<file path="src/rtl/temporal_history_clamp_blend_top_defines.svh">
// Assertion helpers used by the top-level RTL file of the temporal history blender.
`ifndef TEMPORAL_HISTORY_CLAMP_BLEND_TOP_DEFINES_SVH
`define TEMPORAL_HISTORY_CLAMP_BLEND_TOP_DEFINES_SVH

// Same-cycle implication, checked outside reset.
`define THCB_ASSERT_IMP(label, clk, rst_n, ante, cons) \
  label: assert property (@(posedge clk) disable iff (!rst_n) (ante) |-> (cons)) \
    else $error("thcb: same-cycle check failed");

// Next-cycle implication, checked outside reset.
`define THCB_ASSERT_NXT(label, clk, rst_n, ante, cons) \
  label: assert property (@(posedge clk) disable iff (!rst_n) (ante) |=> (cons)) \
    else $error("thcb: next-cycle check failed");

`endif

</file>
<file path="src/rtl/thcb_pkg.sv">
`default_nettype none

package thcb_pkg;

  // Channel format: all ones means 1.0.
  localparam int CH_W   = 12;
  localparam int CH_MAX = (1 << CH_W) - 1;

  // Defaults for the top-level size parameters and the size registers.
  localparam int DEF_MAX_WIDTH  = 256;
  localparam int DEF_MAX_HEIGHT = 256;
  localparam int SIZE_RESET     = 256;

  // Configuration port.
  localparam int CFG_IDX_W  = 1;
  localparam int CFG_DATA_W = 9;

  typedef enum logic [CFG_IDX_W-1:0] {
    CFG_FRAME_WIDTH  = 1'b0,
    CFG_FRAME_HEIGHT = 1'b1
  } cfg_reg_e;

  typedef enum logic {
    CMD_PIXEL = 1'b0,
    CMD_DRAIN = 1'b1
  } cmd_e;

  // One RGB pixel, index 0 is red.
  typedef logic [2:0][CH_W-1:0] rgb_t;

  // Luma arithmetic in Q12.16.
  localparam int LUMA_W = 28;
  localparam logic [LUMA_W-1:0] LUMA_FULL = LUMA_W'(64'(CH_MAX) * 64'd65536);

  // Alpha division. The full numerator and divisor share a factor of 2^17, which
  // leaves (7 * u / 16 + 5 * CH_MAX) / 2 divided by 5 * CH_MAX, done by reciprocal.
  localparam int ALPHA_W     = 12;
  localparam int SCALED_W    = 27;
  localparam int QNUM_W      = 26;
  localparam int RECIP_W     = 27;
  localparam int RECIP_SHIFT = 41;
  localparam longint ALPHA_DIV = 5 * CH_MAX;
  localparam logic [SCALED_W-1:0] ALPHA_BIAS = SCALED_W'(5 * CH_MAX);
  localparam logic [RECIP_W-1:0] ALPHA_RECIP =
    RECIP_W'(((64'd1 << RECIP_SHIFT) + 64'(ALPHA_DIV) - 64'd1) / 64'(ALPHA_DIV));
  localparam logic [ALPHA_W-1:0] MAX_ALPHA = ALPHA_W'(2867);

  // Blend accumulator: (4096 - a) * cur + a * hist + 2048.
  localparam int BLEND_W = 25;
  localparam logic [BLEND_W-1:0] BLEND_HALF = BLEND_W'(2048);
  localparam logic [ALPHA_W:0] ALPHA_ONE = (ALPHA_W + 1)'(4096);

  // Neighbor step codes along one axis.
  localparam logic [1:0] NB_LO  = 2'd0;
  localparam logic [1:0] NB_MID = 2'd1;
  localparam logic [1:0] NB_HI  = 2'd2;

  // Sequencer states.
  typedef enum logic [7:0] {
    ST_IDLE   = 8'b0000_0001,
    ST_DECIDE = 8'b0000_0010,
    ST_GATHER = 8'b0000_0100,
    ST_LUMA   = 8'b0000_1000,
    ST_PREP   = 8'b0001_0000,
    ST_DIVIDE = 8'b0010_0000,
    ST_BLEND  = 8'b0100_0000,
    ST_FINISH = 8'b1000_0000
  } state_e;

  // Q0.16 luma weight of one channel.
  function automatic logic [15:0] luma_weight(input logic [1:0] chan);
    logic [15:0] w;
    case (chan)
      2'd0:    w = 16'd13933;
      2'd1:    w = 16'd46871;
      2'd2:    w = 16'd4732;
      default: w = 16'd0;
    endcase
    return w;
  endfunction

endpackage

`default_nettype wire

</file>
<file path="src/rtl/thcb_alpha_div.sv">
`default_nettype none

// Blend weight alpha = floor((28672 * (FULL - t) + 5 * FULL) / (10 * FULL)).
// Both sides carry a factor of 2^17, so the quotient is the reduced numerator
// times a reciprocal of 5 * CH_MAX. The numerator is registered first, then the
// product is taken into the quotient register, and done_o rises with the quotient.
module thcb_alpha_div (
  input  logic                                clk_i,
  input  logic                                rst_ni,
  input  logic                                start_i,
  input  logic [thcb_pkg::LUMA_W-1:0]         t_i,
  output logic                                done_o,
  output logic [thcb_pkg::ALPHA_W-1:0]        alpha_o
);

  localparam int U7_W   = thcb_pkg::LUMA_W + 3;
  localparam int PROD_W = thcb_pkg::QNUM_W + thcb_pkg::RECIP_W;

  logic                              busy_q;
  logic                              done_q;
  logic [thcb_pkg::QNUM_W-1:0]       num_q;
  logic [thcb_pkg::ALPHA_W-1:0]      quo_q;
  logic [thcb_pkg::LUMA_W-1:0]       u_val;
  logic [U7_W-1:0]                   u7_val;
  logic [thcb_pkg::SCALED_W-1:0]     scaled_val;
  logic [PROD_W-1:0]                 prod_val;

  // Reduced numerator: (7 * u / 16 + 5 * CH_MAX) / 2, both divisions flooring.
  assign u_val      = thcb_pkg::LUMA_FULL - t_i;
  assign u7_val     = (U7_W'(u_val) << 3) - U7_W'(u_val);
  assign scaled_val = thcb_pkg::SCALED_W'(u7_val >> 4) + thcb_pkg::ALPHA_BIAS;
  assign prod_val   = PROD_W'(num_q) * PROD_W'(thcb_pkg::ALPHA_RECIP);

  // Control: the numerator is registered first, then the product.
  always_ff @(posedge clk_i or negedge rst_ni) begin
    if (!rst_ni) begin
      busy_q <= 1'b0;
      done_q <= 1'b0;
    end else if (start_i) begin
      busy_q <= 1'b1;
      done_q <= 1'b0;
    end else if (busy_q) begin
      busy_q <= 1'b0;
      done_q <= 1'b1;
    end
  end

  // Numerator and quotient registers.
  always_ff @(posedge clk_i) begin
    if (start_i) begin
      num_q <= scaled_val[thcb_pkg::SCALED_W-1:1];
    end else if (busy_q) begin
      quo_q <= prod_val[thcb_pkg::RECIP_SHIFT +: thcb_pkg::ALPHA_W];
    end
  end

  assign done_o  = done_q;
  assign alpha_o = quo_q;

endmodule

`default_nettype wire

</file>
<file path="config.mk">
export PLATFORM = sky130hd
export DESIGN_NAME = thcb_alpha_div
export DESIGN_NICKNAME = d
export VERILOG_FILES = /design/src/rtl/temporal_history_clamp_blend_top_defines.svh /design/src/rtl/thcb_pkg.sv /design/src/rtl/thcb_alpha_div.sv
export SDC_FILE = /design/constraint.sdc
export NUM_CORES = 1
export LEC_CHECK = 0
export BUFFER_PORTS_ARGS = -buffer_cell sky130_fd_sc_hd__buf_4
export CAP_MARGIN = 10
export CELL_PAD_IN_SITES_DETAIL_PLACEMENT = 1
export CELL_PAD_IN_SITES_GLOBAL_PLACEMENT = 1
export CORE_MARGIN = 1.5
export CORE_UTILIZATION = 52
export DETAILED_ROUTE_END_ITERATION = 16
export PLACE_DENSITY = 0.93
export SLEW_MARGIN = 20
export SYNTH_ARGS = -nofsm -noshare
export SYNTH_HDL_FRONTEND = slang
export SYNTH_SLANG_ARGS = --single-unit
export TNS_END_PERCENT = 100
</file>
<file path="constraint.sdc">
create_clock -name clk_i -period 8.1 [get_ports clk_i]
set_input_delay 2.025 -clock clk_i [delete_from_list [all_inputs] [get_ports clk_i]]
set_output_delay 2.025 -clock clk_i [all_outputs]
set_load 0.005 [all_outputs]
</file>
==> flow_metrics.tcl <==
set metrics [dict create \
    holdPathStages 2 \
    reg_to_reg_endpoint "alpha_o[11]" \
    timing_worst_slew_pin_value_ns 0.9554 \
    die-area_sq_um 30540 \
    finalCriticalPeriod_ns 7.814 \
    max_cap_violations 0 \
    grt-ovfl-total 0 \
    synth_enable_flop_cells 38 \
    die_w_um 174.7 \
    max_clock_freq_ghz 0.1280 \
    share_of_the_yosys_chip_area_belonging_to_registers 0.07766 \
    critPathKind "reg2reg" \
    cp.required_ns 8.16 \
    place.detailed.hpwl_um 42860 \
    worst_r2r_path_depth 22 \
    post_cts.repair.setup_buffers 0 \
    grt_start_max_net_pins 30 \
    largest_family_of_logic_cells_by_synthesized_area "adder cells" \
    finalNetCount 2227 \
    yosys.area_share.xor_xnor 0.04960 \
    synth-compound-area-share 0.08492 \
    drt_drc_violations_left 0 \
    drt_first_iter_violations 835 \
    final-max-slew-violation-count 0 \
    asyncSetResetFlopFracSynth 0.05000 \
    grt_pass1_wl_um 80180 \
    cts_hold_repair.buffers 0 \
    antenna_nets_post_route 0 \
    final_min_period_over_clock_period 0.9646 \
    holdPathEnd "done_o" \
    cts_sinks 40 \
    via_count 12062 \
    fp-row-count 62 \
    worst_skew_pair.late_latency_ns 0.31 \
    maximum_level_of_the_cts_h_tree 2 \
    cts_resized 0 \
    netlist_top_cells_area "sky130_fd_sc_hd__fa_1 (33%), sky130_fd_sc_hd__ha_1 (24%), sky130_fd_sc_hd__inv_1 (12%), sky130_fd_sc_hd__edfxtp_1 (7.4%), sky130_fd_sc_hd__xnor2_1 (2.9%)" \
    hold_viol 0 \
    yosys_register_bits 40 \
    crit_arrival_ns 7.87 \
    root_buffer "sky130_fd_sc_hd__clkbuf_16" \
    synth.net_count 2185 \
    r2r_setup_slack_ns 0.29 \
    ys_warn_count 0 \
    synthMuxAreaShare 0.002039 \
    yosys.cell_types.count 78 \
    area_growth_syn_to_layout_pct 6.159 \
    layout-drive-gt1-share 0.05119 \
    drt_first_pass_iters 5 \
    synth_fa_ha_area_frac 0.5788 \
    cts_buffer_depth 2 \
    place_inst 2017 \
    synthDominantAreaCellType "sky130_fd_sc_hd__fa_1" \
    synthesis.area_per_instance_sq_um 9.599 \
    mappedNetlistArea_sq_um 15340 \
    timing.max_slew.rel_slack 0.3572 \
    tritoncts_clock_tree "done" \
    gpl.final_weighted_congestion 0.9512 \
    synth_top_area_share 0.3341 \
    crit_fanout 8 \
    mostFrequentLayoutCell "sky130_fd_sc_hd__inv_1" \
    fillerInstances 3316 \
    core_area_sq_um 28860 \
    drt-total-wl_um 51700 \
    multiInputGateArea_sq_um 12290 \
    clock_pin_slew_worst_setup_and_hold_paths_ns 0.08 \
    synthesis.instances 1598 \
    endpoint_kind "flip-flop" \
    ff_latch_area_sq_um 1191 \
    number_of_antenna_violations_at_the_first_check_in_global_routing 0 \
    grt_setup_unrepaired "false" \
    min_from "done_o" \
    cts_buffers 5 \
    final_cells 2025 \
    fin_setup_tns_ns 0 \
    placement.io_buffers 43 \
    via_per_inst 5.957 \
    critical_path.startpoint_type "flip-flop" \
    synthSimpleGateAreaFrac 0.08541 \
    die_height_um 174.7 \
    vias_in_the_first_global_route 14023 \
    clock-skew-final_ns 0.01181 \
    antenna_cells 0 \
    timing.rr.start "num_q[10]" \
    io_pins 44 \
    globalRouteTotalUtil 0.3511 \
    run_status "finished, final reports clean" \
    synth_ff_type "sky130_fd_sc_hd__edfxtp_1" \
    worst_hold_path_type "reg2reg" \
    setup_viol 0 \
    layout.cells.most_common_list "sky130_fd_sc_hd__inv_1 (480), sky130_fd_sc_hd__ha_1 (300), sky130_fd_sc_hd__fa_1 (256)" \
    wire_per_inst_um 25.53 \
    starting_density 0.5315 \
]
[state kept, by name, summed over array words and instances (netlist names)]
register,flops
busy_q,1
done_o,1
num_q,26
alpha_o,12
[final cells by class]
class | count | share of cell area
Clock buffer | 5 | 0.007684
Clock inverter | 3 | 0.002843
Inverter | 480 | 0.1107
Multi-Input combinational cell | 1066 | 0.7545
Sequential cell | 40 | 0.07315
Tap cell | 384 | 0.02951
Timing Repair Buffer | 47 | 0.02167
[layer usage]
layer	up-vias	global-route usage	wire length [um]
li1	5162	-	-
met1	6050	0.3892	18600
met2	592	0.6205	25950
met3	258	0.05091	3008
met4	0	0.2439	4146
met5	-	0	0
[worst max-delay path by stage]
stage	start	end	slack (ns)	cells after the start
floorplan	num_q[12]	alpha_o[6]	1.58	22
global placement	t_i[3]	num_q[22]	1.05	21
CTS	num_q[10]	alpha_o[11]	0.43	22
detailed placement	num_q[12]	alpha_o[11]	0.51	22
global route	num_q[10]	alpha_o[11]	0.16	22
finish	num_q[10]	alpha_o[11]	0.29	22
[through the flow]
| stage | hold slack (ns) | instance area [sq um] | worst slack (ns) | utilization |
|---|---|---|---|---|
| after global routing | 0.6142 | 16280 | 0.1551 | 0.5643 |
| after global placement | 0.4711 | 16110 | 1.053 | 0.5582 |
| after floorplan | 0.4583 | 15340 | 1.577 | - |
| after CTS | 0.5948 | 16280 | 0.4330 | 0.5642 |
| final | 0.6107 | 16280 | 0.2864 | 0.5643 |
| after detailed placement | 0.5573 | 16110 | 0.5133 | 0.5582 |
[kinds of logic (layout without fill, tap and decap cells)]
group / after synthesis / after routing
and+or+nand+nor: 235 / 235
xor gates and xnor gates: 86 / 86
DFF: 40 / 40
muxes: 3 / 3
adders and majority gates: 556 / 556
AOI/OAI and AO/OA: 186 / 186
buffers and inverters: 492 / 535
[worst max-delay path, stage by stage, from the launching register on]
cell and delay, ns:
sky130_fd_sc_hd__edfxtp_1 0.65, sky130_fd_sc_hd__ha_1 0.57, sky130_fd_sc_hd__inv_1 0.17, sky130_fd_sc_hd__fa_1 0.60, sky130_fd_sc_hd__inv_1 0.07, sky130_fd_sc_hd__fa_1 0.57, sky130_fd_sc_hd__inv_1 0.09, sky130_fd_sc_hd__fa_1 0.73
sky130_fd_sc_hd__fa_1 0.49, sky130_fd_sc_hd__fa_1 0.56, sky130_fd_sc_hd__inv_1 0.05, sky130_fd_sc_hd__ha_1 0.29, sky130_fd_sc_hd__ha_1 0.23, sky130_fd_sc_hd__a21o_1 0.19, sky130_fd_sc_hd__a21o_1 0.18, sky130_fd_sc_hd__a21oi_1 0.41
sky130_fd_sc_hd__nand2b_1 0.24, sky130_fd_sc_hd__a211oi_1 0.16, sky130_fd_sc_hd__o21ai_0 0.32, sky130_fd_sc_hd__a31oi_1 0.16, sky130_fd_sc_hd__o41ai_1 0.48, sky130_fd_sc_hd__o21bai_1 0.15, sky130_fd_sc_hd__xnor2_1 0.17
[synthesized netlist by cell type, types with 10 or more instances]
| master | number |
|---|---|
| sky130_fd_sc_hd__nand2_1 | 49 |
| sky130_fd_sc_hd__xnor2_1 | 50 |
| sky130_fd_sc_hd__fa_1 | 256 |
| sky130_fd_sc_hd__xor2_1 | 35 |
| sky130_fd_sc_hd__a21oi_1 | 45 |
| sky130_fd_sc_hd__edfxtp_1 | 38 |
| sky130_fd_sc_hd__nand2b_1 | 18 |
| sky130_fd_sc_hd__nor2_1 | 46 |
| sky130_fd_sc_hd__o21ai_0 | 25 |
| sky130_fd_sc_hd__nor3_1 | 22 |
| sky130_fd_sc_hd__and3_1 | 11 |
| sky130_fd_sc_hd__nor2b_1 | 10 |
| sky130_fd_sc_hd__ha_1 | 300 |
| sky130_fd_sc_hd__inv_1 | 480 |
| sky130_fd_sc_hd__a21o_1 | 32 |
| sky130_fd_sc_hd__or3_1 | 12 |
| sky130_fd_sc_hd__nand3_1 | 18 |
| sky130_fd_sc_hd__nand4_1 | 11 |
Power is not shown: default switching activity piles up to over one toggle a cycle in this logic, so the estimate is an artifact.
